--- config.mk ---
export PLATFORM = sky130hd
export DESIGN_NAME = servo_pwm_ramp_controller_top
export DESIGN_NICKNAME = d
export VERILOG_FILES = /design/src/hdl/spr_pkg.sv /design/src/hdl/spr_pulse_unit.sv /design/src/hdl/spr_datapath.sv /design/src/hdl/spr_ctrl.sv /design/src/hdl/servo_pwm_ramp_controller_top.sv
export VERILOG_INCLUDE_DIRS = /design/src /design/src/hdl
export SDC_FILE = /design/constraint.sdc
export NUM_CORES = 2
export LEC_CHECK = 0
export BUFFER_PORTS_ARGS = -buffer_cell sky130_fd_sc_hd__buf_2
export CORE_ASPECT_RATIO = 0.8
export CORE_MARGIN = 1.5
export CORE_UTILIZATION = 55
export DETAILED_ROUTE_END_ITERATION = 12
export PLACE_DENSITY = 0.77
export SLEW_MARGIN = 20
export SYNTH_ARGS = -nofsm -noshare
export SYNTH_HDL_FRONTEND = slang
export SYNTH_SLANG_ARGS = --single-unit
--- constraint.sdc ---
create_clock -name clk -period 10.81 [get_ports clk]
set_input_delay 1.081 -clock clk [delete_from_list [all_inputs] [get_ports clk]]
set_output_delay 1.081 -clock clk [all_outputs]
set_load 0.03 [all_outputs]
--- src/hdl/assert_macros.svh ---
// ----------------------------------------------------------------------------
// Assertion macros
// Shared concurrent assertion wrappers; empty when SYNTHESIS is defined.
// ----------------------------------------------------------------------------
`ifndef ASSERT_MACROS_SVH
`define ASSERT_MACROS_SVH

`ifndef SYNTHESIS
`define SPR_ASSERT(label, clk, rst, prop, msg) \
  label: assert property (@(posedge clk) disable iff (rst) prop) else $error(msg);
`define SPR_ASSERT_NEVER(label, clk, rst, expr, msg) \
  label: assert property (@(posedge clk) disable iff (rst) !(expr)) else $error(msg);
`else
`define SPR_ASSERT(label, clk, rst, prop, msg)
`define SPR_ASSERT_NEVER(label, clk, rst, expr, msg)
`endif

`endif

--- src/hdl/spr_pkg.sv ---
// ----------------------------------------------------------------------------
// spr_pkg
// Types, constants and control structs of the servo PWM ramp controller.
// ----------------------------------------------------------------------------
package spr_pkg;

  localparam int NUM_CHANNELS = 4;
  localparam int CH_W         = 2;
  localparam int ANGLE_W      = 8;
  localparam int DWELL_W      = 8;
  localparam int PULSE_W      = 16;
  localparam int CNT_W        = 16;
  localparam int REG_IDX_W    = 8;

  localparam int MAX_ANGLE = 180;
  localparam logic [ANGLE_W-1:0] ANGLE_LIMIT = ANGLE_W'(MAX_ANGLE);

  localparam logic [ANGLE_W-1:0] RESET_ANGLE = 8'd90;
  localparam logic [PULSE_W-1:0] RESET_PULSE = 16'd1500;

  localparam logic [CNT_W-1:0]   RESET_FRAME_PERIOD = 16'd20000;
  localparam logic [CNT_W-1:0]   RESET_TICKS_PER_MS = 16'd1000;
  localparam logic [PULSE_W-1:0] RESET_PULSE_BASE   = 16'd400;
  localparam logic [PULSE_W-1:0] RESET_PULSE_SPAN   = 16'd2200;

  localparam logic [REG_IDX_W-1:0] REG_FRAME_PERIOD = 8'd0;
  localparam logic [REG_IDX_W-1:0] REG_TICKS_PER_MS = 8'd1;
  localparam logic [REG_IDX_W-1:0] REG_PULSE_BASE   = 8'd2;
  localparam logic [REG_IDX_W-1:0] REG_PULSE_SPAN   = 8'd3;

  localparam logic OP_TICK = 1'b0;
  localparam logic OP_MOVE = 1'b1;

  // angle * span stays below 2^24; dividing by MAX_ANGLE is done as a
  // multiply by a rounded-up reciprocal, exact for every such product.
  localparam int PROD_W      = ANGLE_W + PULSE_W;
  localparam int RECIP_SHIFT = 32;
  localparam int RECIP_W     = 25;
  localparam logic [RECIP_W-1:0] RECIP_MULT =
    RECIP_W'(((64'd1 << RECIP_SHIFT) + 64'(MAX_ANGLE) - 64'd1) / 64'(MAX_ANGLE));

  typedef enum logic [1:0] {
    ST_IDLE,
    ST_SCAN,
    ST_CALC,
    ST_RESULT
  } state_t;

  typedef struct packed {
    logic               op;
    logic [CH_W-1:0]    channel;
    logic [ANGLE_W-1:0] start_angle;
    logic [ANGLE_W-1:0] target_angle;
    logic [DWELL_W-1:0] step_ms;
  } in_word_t;

  typedef struct packed {
    logic [NUM_CHANNELS-1:0] pin_levels;
    logic [NUM_CHANNELS-1:0] moving_mask;
    logic [PULSE_W-1:0]      reported_pulse;
    logic [ANGLE_W-1:0]      reported_angle;
  } out_word_t;

  typedef struct packed {
    logic            accept_tick;
    logic            accept_move;
    logic            out_load_now;
    logic            out_load_result;
    logic            scan_step;
    logic [CH_W-1:0] scan_idx;
  } cmd_t;

  typedef struct packed {
    logic ms_event;
    logic needs_calc;
    logic calc_done;
    logic out_free;
  } status_t;

endpackage

--- src/hdl/spr_pulse_unit.sv ---
// ----------------------------------------------------------------------------
// spr_pulse_unit
// Two-stage angle to pulse width conversion: base + angle * span / MAX_ANGLE.
// ----------------------------------------------------------------------------
module spr_pulse_unit
  import spr_pkg::*;
(
  input  logic               clk,
  input  logic               rst,
  input  logic               start,
  input  logic [ANGLE_W-1:0] angle,
  input  logic [PULSE_W-1:0] span,
  input  logic [PULSE_W-1:0] base,
  output logic               done,
  output logic [PULSE_W-1:0] pulse
);

  logic                       s1_valid;
  logic                       s2_valid;
  logic [PROD_W-1:0]          prod;
  logic [PULSE_W-1:0]         quot;
  logic [PROD_W+RECIP_W-1:0]  recip_prod;
  logic [PULSE_W:0]           sum;

  assign recip_prod = (PROD_W+RECIP_W)'(prod) * (PROD_W+RECIP_W)'(RECIP_MULT);

  always_ff @(posedge clk) begin
    if (rst) begin
      s1_valid <= 1'b0;
      s2_valid <= 1'b0;
    end else begin
      s1_valid <= start;
      s2_valid <= s1_valid;
    end
  end

  always_ff @(posedge clk) begin
    if (start) begin
      prod <= PROD_W'(angle) * PROD_W'(span);
    end
    if (s1_valid) begin
      quot <= recip_prod[RECIP_SHIFT +: PULSE_W];
    end
  end

  assign sum   = {1'b0, base} + {1'b0, quot};
  assign pulse = sum[PULSE_W] ? {PULSE_W{1'b1}} : sum[PULSE_W-1:0];
  assign done  = s2_valid;

endmodule

--- src/hdl/spr_datapath.sv ---
// ----------------------------------------------------------------------------
// spr_datapath
// Configuration, frame and millisecond counters, channel ramp state and the
// output register.
// ----------------------------------------------------------------------------
module spr_datapath
  import spr_pkg::*;
(
  input  logic                 clk,
  input  logic                 rst,
  input  cmd_t                 cmd,
  output status_t              status,
  input  in_word_t             in_data,
  input  logic                 cfg_valid,
  input  logic [REG_IDX_W-1:0] cfg_index,
  input  logic [CNT_W-1:0]     cfg_data,
  input  logic                 out_stall,
  output logic                 out_valid,
  output out_word_t            out_data
);

  logic [CNT_W-1:0]   frame_period;
  logic [CNT_W-1:0]   ticks_per_ms;
  logic [PULSE_W-1:0] pulse_base;
  logic [PULSE_W-1:0] pulse_span;

  logic [CNT_W-1:0]   frame_count;
  logic [CNT_W-1:0]   ms_prescale;

  logic [ANGLE_W-1:0]      cur_angle   [NUM_CHANNELS];
  logic [ANGLE_W-1:0]      goal_angle  [NUM_CHANNELS];
  logic [DWELL_W-1:0]      dwell_ms    [NUM_CHANNELS];
  logic [DWELL_W-1:0]      dwell_count [NUM_CHANNELS];
  logic [PULSE_W-1:0]      pulse_width [NUM_CHANNELS];
  logic [NUM_CHANNELS-1:0] ramp_active;

  logic [NUM_CHANNELS-1:0] pins_hold;
  logic                    item_move;
  logic [CH_W-1:0]         item_ch;
  logic [CH_W-1:0]         calc_ch;

  logic [NUM_CHANNELS-1:0] pins_now;
  logic [CNT_W:0]          frame_inc;
  logic [CNT_W:0]          frame_limit;
  logic [CNT_W-1:0]        frame_count_next;
  logic [CNT_W:0]          ms_inc;
  logic [CNT_W:0]          ms_limit;

  logic [ANGLE_W-1:0] move_start;
  logic [ANGLE_W-1:0] move_goal;
  logic [DWELL_W-1:0] move_dwell;

  logic [CH_W-1:0]    idx;
  logic [DWELL_W:0]   scan_cnt_inc;
  logic               scan_expire;
  logic               scan_at_goal;
  logic [ANGLE_W-1:0] scan_angle_next;

  logic               calc_start;
  logic [ANGLE_W-1:0] calc_angle;
  logic               calc_done;
  logic [PULSE_W-1:0] calc_pulse;

  // A period register of zero counts as 65536.
  assign frame_inc        = {1'b0, frame_count} + 17'd1;
  assign frame_limit      = (frame_period == '0) ? 17'h10000 : {1'b0, frame_period};
  assign frame_count_next = (frame_inc >= frame_limit) ? '0 : frame_inc[CNT_W-1:0];
  assign ms_inc           = {1'b0, ms_prescale} + 17'd1;
  assign ms_limit         = (ticks_per_ms == '0) ? 17'h10000 : {1'b0, ticks_per_ms};

  always_comb begin
    for (int n = 0; n < NUM_CHANNELS; n++) begin
      pins_now[n] = frame_count < pulse_width[n];
    end
  end

  assign move_start = (in_data.start_angle > ANGLE_LIMIT) ? ANGLE_LIMIT
                                                          : in_data.start_angle;
  assign move_goal  = (in_data.target_angle > ANGLE_LIMIT) ? ANGLE_LIMIT
                                                           : in_data.target_angle;
  assign move_dwell = (in_data.step_ms == '0) ? DWELL_W'(1) : in_data.step_ms;

  assign idx             = cmd.scan_idx;
  assign scan_cnt_inc    = {1'b0, dwell_count[idx]} + 9'd1;
  assign scan_expire     = !(scan_cnt_inc < {1'b0, dwell_ms[idx]});
  assign scan_at_goal    = cur_angle[idx] == goal_angle[idx];
  assign scan_angle_next = (cur_angle[idx] < goal_angle[idx]) ? cur_angle[idx] + 8'd1
                                                              : cur_angle[idx] - 8'd1;

  assign status.ms_event   = ms_inc >= ms_limit;
  assign status.needs_calc = ramp_active[idx] && scan_expire && !scan_at_goal;
  assign status.calc_done  = calc_done;
  assign status.out_free   = !out_valid || !out_stall;

  assign calc_start = cmd.accept_move || (cmd.scan_step && status.needs_calc);
  assign calc_angle = cmd.accept_move ? move_start : scan_angle_next;

  spr_pulse_unit u_pulse (
    .clk   (clk),
    .rst   (rst),
    .start (calc_start),
    .angle (calc_angle),
    .span  (pulse_span),
    .base  (pulse_base),
    .done  (calc_done),
    .pulse (calc_pulse)
  );

  always_ff @(posedge clk) begin
    if (rst) begin
      frame_period <= RESET_FRAME_PERIOD;
      ticks_per_ms <= RESET_TICKS_PER_MS;
      pulse_base   <= RESET_PULSE_BASE;
      pulse_span   <= RESET_PULSE_SPAN;
    end else if (cfg_valid) begin
      case (cfg_index)
        REG_FRAME_PERIOD: frame_period <= cfg_data;
        REG_TICKS_PER_MS: ticks_per_ms <= cfg_data;
        REG_PULSE_BASE:   pulse_base   <= cfg_data;
        REG_PULSE_SPAN:   pulse_span   <= cfg_data;
        default: ;
      endcase
    end
  end

  always_ff @(posedge clk) begin
    if (rst) begin
      frame_count <= '0;
      ms_prescale <= '0;
    end else if (cmd.accept_tick) begin
      frame_count <= frame_count_next;
      ms_prescale <= status.ms_event ? '0 : ms_inc[CNT_W-1:0];
    end
  end

  always_ff @(posedge clk) begin
    if (rst) begin
      for (int n = 0; n < NUM_CHANNELS; n++) begin
        cur_angle[n]   <= RESET_ANGLE;
        goal_angle[n]  <= RESET_ANGLE;
        dwell_ms[n]    <= '0;
        dwell_count[n] <= '0;
        pulse_width[n] <= RESET_PULSE;
      end
      ramp_active <= '0;
    end else begin
      if (cmd.accept_move) begin
        cur_angle[in_data.channel]   <= move_start;
        goal_angle[in_data.channel]  <= move_goal;
        dwell_ms[in_data.channel]    <= move_dwell;
        dwell_count[in_data.channel] <= '0;
        ramp_active[in_data.channel] <= 1'b1;
      end
      if (cmd.scan_step && ramp_active[idx]) begin
        if (!scan_expire) begin
          dwell_count[idx] <= scan_cnt_inc[DWELL_W-1:0];
        end else begin
          dwell_count[idx] <= '0;
          if (scan_at_goal) begin
            ramp_active[idx] <= 1'b0;
          end else begin
            cur_angle[idx] <= scan_angle_next;
          end
        end
      end
      if (calc_done) begin
        pulse_width[calc_ch] <= calc_pulse;
      end
    end
  end

  // The pin levels of a tick are taken before the ramps move.
  always_ff @(posedge clk) begin
    if (cmd.accept_tick) begin
      pins_hold <= pins_now;
    end
    if (cmd.accept_tick || cmd.accept_move) begin
      item_move <= cmd.accept_move;
      item_ch   <= in_data.channel;
    end
    if (cmd.accept_move) begin
      calc_ch <= in_data.channel;
    end else if (cmd.scan_step) begin
      calc_ch <= idx;
    end
  end

  always_ff @(posedge clk) begin
    if (rst) begin
      out_valid <= 1'b0;
    end else if (cmd.out_load_now || cmd.out_load_result) begin
      out_valid <= 1'b1;
    end else if (!out_stall) begin
      out_valid <= 1'b0;
    end
  end

  always_ff @(posedge clk) begin
    if (cmd.out_load_now) begin
      out_data.pin_levels     <= pins_now;
      out_data.moving_mask    <= ramp_active;
      out_data.reported_pulse <= pulse_width[in_data.channel];
      out_data.reported_angle <= cur_angle[in_data.channel];
    end else if (cmd.out_load_result) begin
      out_data.pin_levels     <= item_move ? pins_now : pins_hold;
      out_data.moving_mask    <= ramp_active;
      out_data.reported_pulse <= pulse_width[item_ch];
      out_data.reported_angle <= cur_angle[item_ch];
    end
  end

endmodule

--- src/hdl/spr_ctrl.sv ---
// ----------------------------------------------------------------------------
// spr_ctrl
// Sequencer: accepts words, walks the channels on a millisecond event and
// waits on the pulse width unit.
// ----------------------------------------------------------------------------
`include "assert_macros.svh"

module spr_ctrl
  import spr_pkg::*;
(
  input  logic    clk,
  input  logic    rst,
  input  logic    in_valid,
  input  logic    in_op,
  input  status_t status,
  output logic    in_stall,
  output cmd_t    cmd
);

  state_t          state;
  state_t          state_next;
  logic [CH_W-1:0] scan_idx;
  logic            item_move;
  logic            accept;
  logic            scan_last;

  assign accept    = in_valid && (state == ST_IDLE) && status.out_free;
  assign in_stall  = !((state == ST_IDLE) && status.out_free);
  assign scan_last = scan_idx == CH_W'(NUM_CHANNELS - 1);

  always_comb begin
    state_next = state;
    case (state)
      ST_IDLE: begin
        if (accept) begin
          if (in_op == OP_MOVE) begin
            state_next = ST_CALC;
          end else if (status.ms_event) begin
            state_next = ST_SCAN;
          end
        end
      end
      ST_SCAN: begin
        if (status.needs_calc) begin
          state_next = ST_CALC;
        end else if (scan_last) begin
          state_next = ST_RESULT;
        end
      end
      ST_CALC: begin
        if (status.calc_done) begin
          if (item_move || scan_last) begin
            state_next = ST_RESULT;
          end else begin
            state_next = ST_SCAN;
          end
        end
      end
      ST_RESULT: begin
        if (status.out_free) begin
          state_next = ST_IDLE;
        end
      end
      default: state_next = ST_IDLE;
    endcase
  end

  always_comb begin
    cmd          = '0;
    cmd.scan_idx = scan_idx;
    case (state)
      ST_IDLE: begin
        cmd.accept_tick  = accept && (in_op == OP_TICK);
        cmd.accept_move  = accept && (in_op == OP_MOVE);
        cmd.out_load_now = accept && (in_op == OP_TICK) && !status.ms_event;
      end
      ST_SCAN:   cmd.scan_step       = 1'b1;
      ST_RESULT: cmd.out_load_result = status.out_free;
      default: ;
    endcase
  end

  always_ff @(posedge clk) begin
    if (rst) begin
      state     <= ST_IDLE;
      scan_idx  <= '0;
      item_move <= 1'b0;
    end else begin
      state <= state_next;
      if (accept) begin
        scan_idx  <= '0;
        item_move <= in_op == OP_MOVE;
      end else if ((state == ST_SCAN && !status.needs_calc && !scan_last) ||
                   (state == ST_CALC && status.calc_done && !item_move && !scan_last)) begin
        scan_idx <= scan_idx + CH_W'(1);
      end
    end
  end

  `SPR_ASSERT(a_done_in_calc, clk, rst, status.calc_done |-> state == ST_CALC, "pulse result outside calc state")
  `SPR_ASSERT(a_calc_latency, clk, rst, (state == ST_CALC && $past(state) != ST_CALC) |=> status.calc_done, "pulse unit latency mismatch")
  `SPR_ASSERT_NEVER(a_no_load_busy, clk, rst, (cmd.out_load_now || cmd.out_load_result) && !status.out_free, "output register overwritten")

endmodule

--- src/hdl/servo_pwm_ramp_controller_top.sv ---
// ----------------------------------------------------------------------------
// servo_pwm_ramp_controller_top
// Four-channel servo PWM generator with one-degree-per-step ramping.
// ----------------------------------------------------------------------------
// A tick word advances the PWM frame counter and the millisecond prescaler and
// returns the pin levels; a move word loads a channel's start angle, target
// angle and dwell. Every accepted word returns one result word. A tick with no
// millisecond event is handled in the idle state, so such ticks are accepted
// every cycle while the result side keeps up. A move goes through accept, the
// shared multiply unit that turns an angle into a pulse width, and a result
// state. A tick that ends a millisecond visits the channels one per cycle,
// except that each channel that steps an angle waits on the same multiply
// unit, and then goes to the result state. Configuration writes are always
// ready.
// ----------------------------------------------------------------------------
module servo_pwm_ramp_controller_top
  import spr_pkg::*;
(
  input  logic                 clk,
  input  logic                 rst,
  input  logic                 in_valid,
  output logic                 in_stall,
  input  in_word_t             in_data,
  output logic                 out_valid,
  input  logic                 out_stall,
  output out_word_t            out_data,
  input  logic                 cfg_valid,
  output logic                 cfg_ready,
  input  logic [REG_IDX_W-1:0] cfg_index,
  input  logic [CNT_W-1:0]     cfg_data
);

  cmd_t    cmd;
  status_t status;

  assign cfg_ready = 1'b1;

  spr_ctrl u_ctrl (
    .clk      (clk),
    .rst      (rst),
    .in_valid (in_valid),
    .in_op    (in_data.op),
    .status   (status),
    .in_stall (in_stall),
    .cmd      (cmd)
  );

  spr_datapath u_datapath (
    .clk       (clk),
    .rst       (rst),
    .cmd       (cmd),
    .status    (status),
    .in_data   (in_data),
    .cfg_valid (cfg_valid && cfg_ready),
    .cfg_index (cfg_index),
    .cfg_data  (cfg_data),
    .out_stall (out_stall),
    .out_valid (out_valid),
    .out_data  (out_data)
  );

endmodule

# Word-level counts from Yosys, hierarchy flattened
# Memory sizes are Yosys's and may differ from the RTL's. A register that Yosys moved wholly into a read port is not among the register bits.
# Cells that the tools add are included.
# op_classes
mul,2
n_bitwise,5
addsub,7
order_cmp,14
n_reduce_logical,52
eq_ne,14
mux,93
# ops
op,n
$mux 8,12
$lt 16x16->1,4
$mux 16,4
$mux 32,2
$mux 2,27
$reduce_or 8->1,6
$mul 24x24->47 const B,1
$mux 1,35
$add 16x1->17 const B,2
$ge 17x17->1,2
$mux 17,2
$logic_not 16->1,2
$mul 8x16->24,1
$mux 4,6
$add 16x16->17,1
$logic_and 1x1->1,17
$eq 8x2->1 const B,2
$gt 8x8->1 const B,2
$logic_not 8->1,2
$reduce_or 16->1,1
$add 8x1->9 const B,1
$logic_not 1->1,9
$lt 9x8->1,1
$add 8x1->8 const B,1
27 further kinds,44
# word_totals
reg_bits,189
ramBits,192
mem_count,5
in_bits,56
word_cells,215
output_inout_bits,35
# mem_list
name,words,word_bits,rd,rd_clocked_by_memory_dff,write_ports,line_no,source
u_datapath.pulse_width,4,16,6,1,4,spr_datapath.sv:34,logic [PULSE_W-1:0] pulse_width [NUM_CHANNELS];
u_datapath.cur_angle,4,8,3,2,4,spr_datapath.sv:30,logic [ANGLE_W-1:0] cur_angle [NUM_CHANNELS];
u_datapath.dwell_count,4,8,1,1,4,spr_datapath.sv:33,logic [DWELL_W-1:0] dwell_count [NUM_CHANNELS];
u_datapath.dwell_ms,4,8,1,1,4,spr_datapath.sv:32,logic [DWELL_W-1:0] dwell_ms [NUM_CHANNELS];
u_datapath.goal_angle,4,8,1,1,4,spr_datapath.sv:31,logic [ANGLE_W-1:0] goal_angle [NUM_CHANNELS];

# Logic depth before layout (Yosys ltp)
# depth
depth_word,12
mapped_depth,38
ltp_nobuf,34

# By module
# A second synthesis with hierarchy kept.
# hier_totals
cells_unflattened,3183
area_unflattened_um2,33400.8
# by_module_without_submodules
module,n_inst,cells_per_inst,area_each_um2,seq_area_each_um2
spr_datapath,1,1649,18639.1,9058.7
spr_pulse_unit,1,1485,14403.8,1241.2
spr_ctrl,1,47,346.6,100.1
servo_pwm_ramp_controller_top,1,2,11.3,0.0

# Worst setup path after synthesis
# OpenSTA, ideal clock, no wires.
# synth_path
path_type,register to register
startpoint,register (tool-made name)
endpoint,register u_datapath.u_pulse.prod[22] (data pin)
stages_incl_launch_ff,36
setup_time_ns,0.258
n_path_buf,4
path_slack_ns,1.500
t_arrival_ns,9.053
required_time_ns,10.552
period_less_slack_ns,9.310
path_cell_list,dfxtp_1 buf_6 buf_2 buf_1 mux4_2 ha_1 nor2b_1 o21ai_0 nand2b_1 a21oi_1 o21ai_0 ha_1 a21o_1 a2111oi_2 nor3_1 a21o_1 a21oi_2 xnor2_1 mux2_4 buf_6 and2_4 fa_1 fa_1 fa_1 inv_1 fa_1 inv_1 ha_1 or3_1 a211oi_1 o211ai_1 a21boi_0 nor3_1 or3_1 a21oi_1 xnor2_1
# synth_rtl
item,line_no,source
"end signal, assigned",spr_pulse_unit.sv:39,prod <= PROD_W'(angle) * PROD_W'(span);
"end, declared",spr_pulse_unit.sv:20,logic [PROD_W-1:0] prod;

==> out/results.txt <==
Count leader, synth: inv_1
Post-CTS setup buffer count: 0
Cell variety after synth: 67
IO buf count: 89
Slew margin rel.: 25.42%
Final setup fails: 0
Overflow after GRT: 0
Total iterations of the first detailed-routing run: 9
Io pins: 91
Syn Area/Cell: 10.45 um^2
Detailed Place HPWL: 59,650 um
H-tree levels: 2
Number of synthesized flops with an enable pin: 273
First-pass GRT wire length: 121,700 um
Minimum clock period: 9.295 ns
Final max-slew violation count: 0
CTS tree: yes
Startpoint type of the worst setup path: flip-flop
Syn Nets: 3,843
Share of the synthesized area in the top cell type: 25.16%
Slowest stage delay, CP: 0.71 ns
Worst-Skew Late Latency: 0.56 ns
Largest fanout on the critical path: 17
CTS clk-pin slew, worst paths: 0.07 ns
Core area: 58,320 um^2
Max Clk Rate: 107.6 MHz
Sequential cell area fraction in the yosys report: 32.04%
CP Capture Type: flip-flop
Overall Global Routing Usage: 25.82%
Hold crit path type: reg2reg
Routability Congestion: 0.9362
Initial antenna violation count: 4
WL/cell: 19.19 um
P&R area growth vs syn: 8.045%
Layout cells sized above 1: 9.410%
Die height: 220.7 um
CTS Sinks: 385
Synthesis Warnings: 0
Hold buffers post-CTS: 0
Outcome: finished with violations
Initial DRC count: 2,213
Synthesized instance count: 3,119
Initial Util: 55.87%
PostCTS Resize Cnt: 0
Routed Antenna Nets: 0
CP Class: reg2reg
Slew @ Worst Pin: 1.116 ns
Vias in the first global route: 22,390
Clk buf depth: 3
Fin Clk Skew: 0.02306 ns
Failing checks: design-rule violations
DR DRC count: 6
Required time of the critical path: 11.11 ns
Synth Register Bits: 385
Max cap viols: 0
CTS root buf: clkbuf_16
Area leader, netlist: edfxtp_1
Via/cell ratio: 5.652
Post-synth ARST share: 0%
Synth Flop Type: edfxtp_1
Slowest CP cell: dfxtp_2
Detailed Route WL: 76,590 um
Vias post-DR: 22,560
Synth area leaders: edfxtp_1 25%, fa_1 16%, ha_1 16%
CP arrival: 9.59 ns
CP dominant cell by count: fa_1
Row Count: 79
Die width: 275.1 um
Die ar.: 60,720 um^2
RSZ-0062 raised after global routing: no
Synth cell count leaders: 608 x inv_1, 408 x ha_1, 273 x edfxtp_1, 261 x nor2_1, 260 x fa_1
Final #Nets: 3,913
Inserted Clock Buffers: 40
Final hold vios: 0
Largest net degree at the start of global routing: 71
Cell area after synthesis: 32,580 um^2
Fin Setup TNS: 0 ns
Post-route clock period utilization: 85.98%
==> final timing paths <==
kind	from	endpoint	slack [ns]	depth (start not counted)
worst max-delay path	flip-flop	u_datapath.u_pulse.prod[22]	1.52	31
worst min-delay path	u_datapath.item_ch[0]	flip-flop	0.45	2
worst max register to register	flip-flop	u_datapath.u_pulse.prod[22]	1.52	31
worst min register to register	u_datapath.item_ch[0]	flip-flop	0.45	2
==> area by class of cell <==
cell class	instances	area, um^2
multi-input combinational	2039	19530
clock buffer	57	1181
sequential	385	10440
fill	4682	23110
inverter	610	2290
antenna	2	5.005
clock inverter	16	162.7
timing repair buffer	113	631.9
tap	769	962.2
==> state kept, by name, indices dropped and copies added, names as in the netlist, 4 cells and up, named ones only <==
signal / count
u_datapath.pulse_base: 16
u_datapath.ms_prescale: 16
u_datapath.u_pulse.quot: 16
u_datapath.pulse_span: 16
u_datapath.frame_period: 16
u_datapath.u_pulse.prod: 24
u_datapath.ticks_per_ms: 16
u_datapath.goal_angle: 32
u_datapath.pins_hold: 4
u_datapath.pulse_width: 64
u_datapath.ramp_active: 4
u_datapath.dwell_ms: 32
u_datapath.dwell_count: 32
u_datapath.out_data: 32
u_datapath.cur_angle: 32
u_datapath.frame_count: 16
==> cell families (layout without fill, tap and decap cells) <==
logic type | after synthesis | after routing | synth area share, %
and+or+nand+nor | 772 | 772 | 11.06
buffers and inverters | 695 | 796 | 8.091
adders and majority gates | 668 | 668 | 31.64
DFF | 385 | 385 | 32.04
AOI/OAI and AO/OA | 365 | 365 | 7.170
muxes | 144 | 144 | 7.596
xor gates and xnor gates | 89 | 89 | 2.392
other | 1 | 3 | 0.01151
==> layout by cell type (no fill, tap or decap), types with 74 or more instances in the layout <==
| master | Yosys | layout |
|---|---|---|
| a21oi_1 | 107 | 107 |
| nor2_1 | 261 | 260 |
| ha_1 | 408 | 408 |
| dfxtp_1 | 112 | 111 |
| and2_1 | 74 | 74 |
| fa_1 | 260 | 260 |
| nand2_1 | 210 | 210 |
| o21ai_0 | 77 | 75 |
| inv_1 | 608 | 608 |
| edfxtp_1 | 273 | 273 |
| mux4_2 | 80 | 80 |
| buf_2 | 5 | 88 |
==> worst max-delay path: cells and delay by family (launching register included) <==
kind	cells	cell delay (ns)
AND/OR/NAND/NOR	7	1.43
XOR/XNOR	2	0.19
buffers and inverters	2	0.10
adder cells (fa/ha/maj)	7	3.00
multiplexers	2	1.02
AO/OA/AOI/OAI	11	2.55
flip-flops	1	0.71
==> per-layer routing <==
| metal | wire (um) | GRT usage [%] | share of wire [%] | vias up |
|---|---|---|---|---|
| met5 | 23 | 0 | 0.030 | - |
| met4 | 1034 | 4.372 | 1.4 | 4 |
| met3 | 7017 | 6.229 | 9.2 | 81 |
| met2 | 32760 | 38.50 | 43 | 835 |
| met1 | 35760 | 38.69 | 47 | 11060 |
| li1 | - | - | - | 10580 |
==> metrics by stage <==
stage          hold WS [ns]  cell area [um^2]  util, %  worst slack, ns  std cells
2_1_floorplan        0.4154             32580        -            1.500       3119
3_5_place_dp         0.4265             33830    58.01            1.215       3915
5_1_grt              0.4739             35200    60.36           0.8000       3990
6_report             0.4547             35200    60.36            1.515       3991
3_3_place_gp         0.4210             33830    58.01            1.533       3915
4_1_cts              0.4615             35180    60.32            1.190       3988
Power is not shown: default switching activity piles up to over one toggle a cycle in this logic, so the estimate is an artifact.
